==> config.mk <==
export PLATFORM = sky130hd
export DESIGN_NAME = cdm_div
export DESIGN_NICKNAME = d
export VERILOG_FILES = /design/src/rtl/cdm_pkg.sv /design/src/rtl/cdm_div.sv
export SDC_FILE = /design/constraint.sdc
export NUM_CORES = 2
export LEC_CHECK = 0
export ABC_AREA = 1
export BUFFER_PORTS_ARGS = -buffer_cell sky130_fd_sc_hd__buf_2
export CELL_PAD_IN_SITES_DETAIL_PLACEMENT = 1
export CELL_PAD_IN_SITES_GLOBAL_PLACEMENT = 1
export CORE_ASPECT_RATIO = 1.1
export CORE_MARGIN = 4
export CORE_UTILIZATION = 44
export DETAILED_ROUTE_END_ITERATION = 16
export PLACE_DENSITY = 0.8
export SYNTH_ARGS = -nofsm -noshare
export SYNTH_HDL_FRONTEND = slang
export SYNTH_SLANG_ARGS = --single-unit
export TNS_END_PERCENT = 5
==> constraint.sdc <==
create_clock -name clk_i -period 4.45 [get_ports clk_i]
set_input_delay 1.335 -clock clk_i [delete_from_list [all_inputs] [get_ports clk_i]]
set_output_delay 1.335 -clock clk_i [all_outputs]
set_load 0.01 [all_outputs]
==> src/rtl/cdm_pkg.sv <==
// Package for the concentric disk map: formats, constants, control struct,
// and the CORDIC arctangent table. No dependencies.
package cdm_pkg;

  localparam int CDM_FRAC_BITS    = 16;
  localparam int CDM_CORDIC_STEPS = 18;

  // Internal angle and trig format: 30 fraction bits.
  localparam int IFRAC = 30;
  // Quotient bits of the ratio: t is at most 1.0, so one integer bit.
  localparam int QBITS = IFRAC + 1;
  // Width of CORDIC x, y and z words.
  localparam int CW    = 33;

  localparam logic [29:0] PI_QUARTER_Q30 = 30'd843314857;
  localparam logic [29:0] GAIN_Q30       = 30'd652032874;

  typedef struct packed {
    logic vld;    // item present in this stage
    logic first;  // |a| > |b| branch
    logic zero;   // center of the square
    logic neg;    // ratio is negative
  } ctl_t;

  // Arctangent of 2^-i at 30 fraction bits.
  function automatic logic [29:0] atan_entry(input int i);
    logic [29:0] val;
    case (i)
      0:       val = 30'd843314856;
      1:       val = 30'd497837829;
      2:       val = 30'd263043836;
      3:       val = 30'd133525158;
      4:       val = 30'd67021686;
      5:       val = 30'd33543515;
      6:       val = 30'd16775850;
      7:       val = 30'd8388437;
      8:       val = 30'd4194282;
      9:       val = 30'd2097149;
      default: val = (i >= IFRAC) ? 30'd0 : (30'd1 << (IFRAC - i));
    endcase
    return val;
  endfunction

endpackage

==> src/rtl/cdm_div.sv <==
// Pipelined restoring divider: one quotient bit per stage, QBITS stages.
// Depends on cdm_pkg.
module cdm_div #(
  parameter int FRAC_BITS = cdm_pkg::CDM_FRAC_BITS
) (
  input  logic                      clk_i,
  input  logic                      rst_ni,
  input  cdm_pkg::ctl_t             ctl_i,
  input  logic [FRAC_BITS+1:0]      r_i,
  input  logic [FRAC_BITS:0]        mn_i,
  input  logic [FRAC_BITS:0]        md_i,
  output cdm_pkg::ctl_t             ctl_o,
  output logic [FRAC_BITS+1:0]      r_o,
  output logic [cdm_pkg::QBITS-1:0] quo_o
);
  import cdm_pkg::*;

  localparam int MW  = FRAC_BITS + 1;
  localparam int RMW = FRAC_BITS + 2;

  ctl_t             ctl_q [0:QBITS-1];
  logic [RMW-1:0]   rem_q [0:QBITS-1];
  logic [MW-1:0]    md_q  [0:QBITS-1];
  logic [RMW-1:0]   r_q   [0:QBITS-1];
  logic [QBITS-1:0] quo_q [0:QBITS-1];

  for (genvar k = 0; k < QBITS; k++) begin : g_stage
    ctl_t             ctl_in;
    logic [RMW-1:0]   rem_in;
    logic [MW-1:0]    md_in;
    logic [RMW-1:0]   r_in;
    logic [QBITS-1:0] quo_in;
    logic             ge;
    logic [RMW-1:0]   rem_d;

    if (k == 0) begin : g_head
      assign ctl_in = ctl_i;
      assign rem_in = {1'b0, mn_i};
      assign md_in  = md_i;
      assign r_in   = r_i;
      assign quo_in = '0;
    end else begin : g_body
      assign ctl_in = ctl_q[k-1];
      assign rem_in = rem_q[k-1];
      assign md_in  = md_q[k-1];
      assign r_in   = r_q[k-1];
      assign quo_in = quo_q[k-1];
    end

    always_comb begin
      ge    = rem_in >= {1'b0, md_in};
      rem_d = ge ? rem_in - {1'b0, md_in} : rem_in;
    end

    always_ff @(posedge clk_i or negedge rst_ni) begin
      if (!rst_ni) begin
        ctl_q[k] <= '0;
      end else begin
        ctl_q[k] <= ctl_in;
      end
    end

    always_ff @(posedge clk_i) begin
      rem_q[k] <= {rem_d[RMW-2:0], 1'b0};
      md_q[k]  <= md_in;
      r_q[k]   <= r_in;
      quo_q[k] <= {quo_in[QBITS-2:0], ge};
    end
  end

  assign ctl_o = ctl_q[QBITS-1];
  assign r_o   = r_q[QBITS-1];
  assign quo_o = quo_q[QBITS-1];

endmodule

; ---- Word-level counts from Yosys, hierarchy flattened
; Memory sizes are Yosys's and may differ from the RTL's.
; Index checks and enable logic that the tools add are counted.
[totals]
reg_bits = 124
rom_bits = 0
ram_bits = 2573
mem_count = 4
latch_bits = 0
[memory_table]
columns = name, words, word_bits, rd, rd_clocked_by_memory_dff, write_ports, line
row1 = quo_q, 31, 31, 31, 0, 31, cdm_div.sv:25  ; logic [QBITS-1:0] quo_q [0:QBITS-1];
row2 = r_q, 31, 18, 31, 0, 31, cdm_div.sv:24  ; logic [RMW-1:0] r_q [0:QBITS-1];
row3 = md_q, 31, 17, 30, 0, 31, cdm_div.sv:23  ; logic [MW-1:0] md_q [0:QBITS-1];
row4 = rem_q, 31, 17, 30, 0, 31, cdm_div.sv:22  ; logic [RMW-1:0] rem_q [0:QBITS-1];
[op_classes]
n_eq_ne = 0
mul = 0
muxes = 31
n_div = 0
n_bitwise = 0
magnitude_cmp = 31
n_addsub = 31
n_reduce_logical = 0
shift = 0
[ops]
columns = op, count
row1 = 18-bit by 17-bit greater-or-equal comparator with 1-bit output, 30
row2 = 17-bit 2-to-1 mux, 31
row3 = 17-bit subtractor, 31
row4 = 17-bit greater-or-equal comparator, 1

; ---- Longest topological paths before layout
; An unclocked memory read counts as a cell.
[depth]
word_depth = 3
mapped_depth = 14
mapped_depth_nobuf = 14

; ---- Worst setup path before layout
; OpenSTA, ideal clock, no wires.
[synth_path]
path_type = in2reg
from = in md_i[16]
to = mem rem_q[0][5] (netlist bit)
setup_time_ns = 0.112
path_stages = 12
arrival_time_ns = 2.616
required_time_ns = 4.338
setup_slack_ns = 1.722
path_buffers = 1
cell_sequence = inv_1 ha_1 nand2_1 inv_1 nand2_1 nand2_1 o21bai_2 nor2_4 nand2_4 buf_6 nand2_1 nand2_1
[synth_lines]
columns = item, line
row1 = "start, declared", cdm_div.sv:11  ; input logic [FRAC_BITS:0] md_i,
row2 = "end, declared", cdm_div.sv:22

; ---- Worst setup path in the final report
[layout_path]
from = reg ctl_q, in the netlist ctl_o[3]
to = out ctl_o[3] (netlist bit)
[layout_lines]
columns = item, line
row1 = "start, declared", cdm_div.sv:21  ; ctl_t ctl_q [0:QBITS-1];
row2 = "start signal, assigned by index", cdm_div.sv:59  ; ctl_q[k] <= ctl_in;
row3 = "end, declared", cdm_div.sv:12  ; output cdm_pkg::ctl_t ctl_o,
; No word-level cell between the ends.

==> out/results.ini <==
[outcome]
status = finished, final reports clean

[sta]
grt_setup_unrepaired = no
setup_tns_ns = 0
slew_headroom = 0.201
fin_crit_sh = 0.611
worst-slew-pin-transition_ns = 1.20
setup_violations = 0
finalMaxSlewViolations = 0
setup_ws_ns = 1.73
clock_skew_ns = 0.0441
hold_viol_final = 0
fin_crit_ns = 2.72
fmax_ghz = 0.368

[place]
dp_slack_ns = 0.931
dp_hpwl_um = 168000
port_buffers = 110
place.gp.congestion = 0.892

[run]
drv_cap = 0

[route]
final_antenna_net_count = 0
drt_iter0_markers = 2563
drt-total-wl_um = 219000
viasPerCell = 4.73
firstDrtPassIters = 5
drc_errors = 0
wl_per_cell_um = 16.0
vias = 64800

[cts]
ctsHoldBuffers = 0
clk_latency_ns = 0.87
numCtsBuffers = 214
cts_tree = built
clkTransAtPathRegs_ns = 0.06
ctsResizeCount = 0
post-cts-setup-buffer-count = 0
cts_max_level = 4
cts_root_buf = clkbuf_16
clock_sinks = 2198
clockBufferDepth = 3

[synth]
synth_top_area_frac = 0.483
synth_top_cell_by_area = dfxtp_1
syn-cell-area_sq_um = 85900
async_reset_ff_frac = 0.0564
synth_seq_cells = 2198
synth_edf_count = 0
synth_seq_area_share = 0.519
ys.flop_type = dfxtp_1
synth_area_leaders = dfxtp_1 48%, nand2_1 17%, inv_1 8.3%
netlist_instances = 10700
yosysWarnings = 0
synthesis.nets = 11300
syn_avg_cell_area_sq_um = 8.03
ys_types = 39

[setup_path]
end_kind = output pin
arrival_ns = 1.38
slowest_stage = dfrtp_1
cpPeakStageDelay_ns = 0.37
r2r_cells = 11
critPathKind = flip-flop to output pin
cpLargestDelayFamily = flip-flops
start_kind = flip-flop
cp_cell_sequence = buf_2
required_ns = 3.12
path_max_fanout = 1
cp_num_cells = 1
path_buf_inv = 1

[cells_and_area]
layout_commonest_cell = nand2_1
drive_gt1_frac = 0.0629
fillers = 23500
final_cell_mix = 3904 x nand2_1, 2074 x dfxtp_1, 1899 x inv_1
area_growth_syn_to_layout_pct = 12.4
fin_nets = 11600

[min_path]
min_path_cells = 0
hp-class = flip-flop to flip-flop

[pwr]
peakVddDrop_v = 0.000439
power_density_nw_per_um2 = 795
leakagePower_uw = 0.0523

[global_routing]
grt_usage = 0.216
grt_pass1_vias = 70000
grt_max_degree = 125
gr-total-overflow = 0
grt_pass1_wl_um = 361000
antenna_found_initial = 1

[die]
core.rowCount = 169
die_x_um = 429
die_y_um = 472
core_area_sq_um = 193000
die-area_sq_um = 202000
start_util = 0.444
ios = 111

cells in the mapped netlist (12+ instances only):
master    number
nand3_1      541
nor2_1       408
ha_1         526
buf_6         47
nand2_4       30
nand3b_1     160
nor2_2        20
xor2_1       131
or2_1         12
dfrtp_1      124
dfxtp_1     2074
fa_1          30
nand2_1     3904
and2_1        17
nand3_2       15
xnor2_1       55
or2_0         14
nand4_1       56
nand2_2       47
buf_4         14
inv_1       1899
inv_4         17
a21oi_1      281
nor3_1       119
inv_2         12
o21ai_0       28
or2_2         73
final cells by class:
cell class              count  area (sq um)  area share
multi-input cells        6503         33400       0.345
clock inverters           119          1620      0.0168
clock buffers             281          5920      0.0613
well taps                2565          3210      0.0332
repair buffers            110           557     0.00577
flip-flops and latches   2198         44600       0.462
diodes                      1          2.50   0.0000259
inverters                1928          7280      0.0754
power breakdown:
group          total (uW)  switching [uW]  internal (uW)
clock               18900            7950          10900
combinational       30100           20000          10200
sequential          27800            2780          25000
sequential cells by signal, summed over array words and instances (netlist names):
name / count
quo_q: 496
r_q: 558
md_q: 510
ctl_o: 4
rem_q: 510
ctl_q: 120
cells by family (layout without fill, tap and decap cells):
kind of cell / after synthesis / after routing / share of synthesized area
buffers and inverters: 1998 / 2438 / 0.0926
and+or+nand+nor: 5442 / 5442 / 0.267
DFF: 2198 / 2198 / 0.519
xor gates and xnor gates: 186 / 186 / 0.0190
adders and majority gates: 556 / 556 / 0.0836
AOI/OAI and AO/OA: 319 / 319 / 0.0189
other: 0 / 1 / 0
through the flow:
step / hold WS (ns) / power (uW) / area, sq um / cells / utilization
6_report: 0.301 / 76800 / 96600 / 13700 / 0.499
3_5_place_dp: 0.313 / 58000 / 89000 / 13300 / 0.460
2_1_floorplan: 0.310 / 49600 / 85900 / 10700 / -
3_3_place_gp: 0.310 / 56600 / 89000 / 13300 / 0.460
5_1_grt: 0.306 / 83200 / 96600 / 13700 / 0.499
4_1_cts: 0.304 / 77600 / 96600 / 13700 / 0.499
worst paths after layout:
path / to / start / slack, ns
worst max-delay path: ctl_o[3] / ctl_o[3] / 1.73
worst min-delay path: quo_q[0][318] / quo_q[0][286] / 0.30
worst max register to register: rem_q[0][78] / md_q[3][1] / 2.10
worst min register to register: quo_q[0][318] / quo_q[0][286] / 0.30
max in group asynchronous: ctl_q[24] / rst_ni / 2.99
min in group asynchronous: ctl_q[121] / rst_ni / 0.62
layer usage:
metal  wire length [um]  share of wire  track usage  up-vias
met5                  0              0            0        -
met4               6020          0.027       0.0669        0
met3               5390          0.025       0.0239      368
met2             111000           0.51        0.399      740
met1              96500           0.44        0.263    30900
li1                   -              -            -    32800
Power figures use the tool's default switching activity.
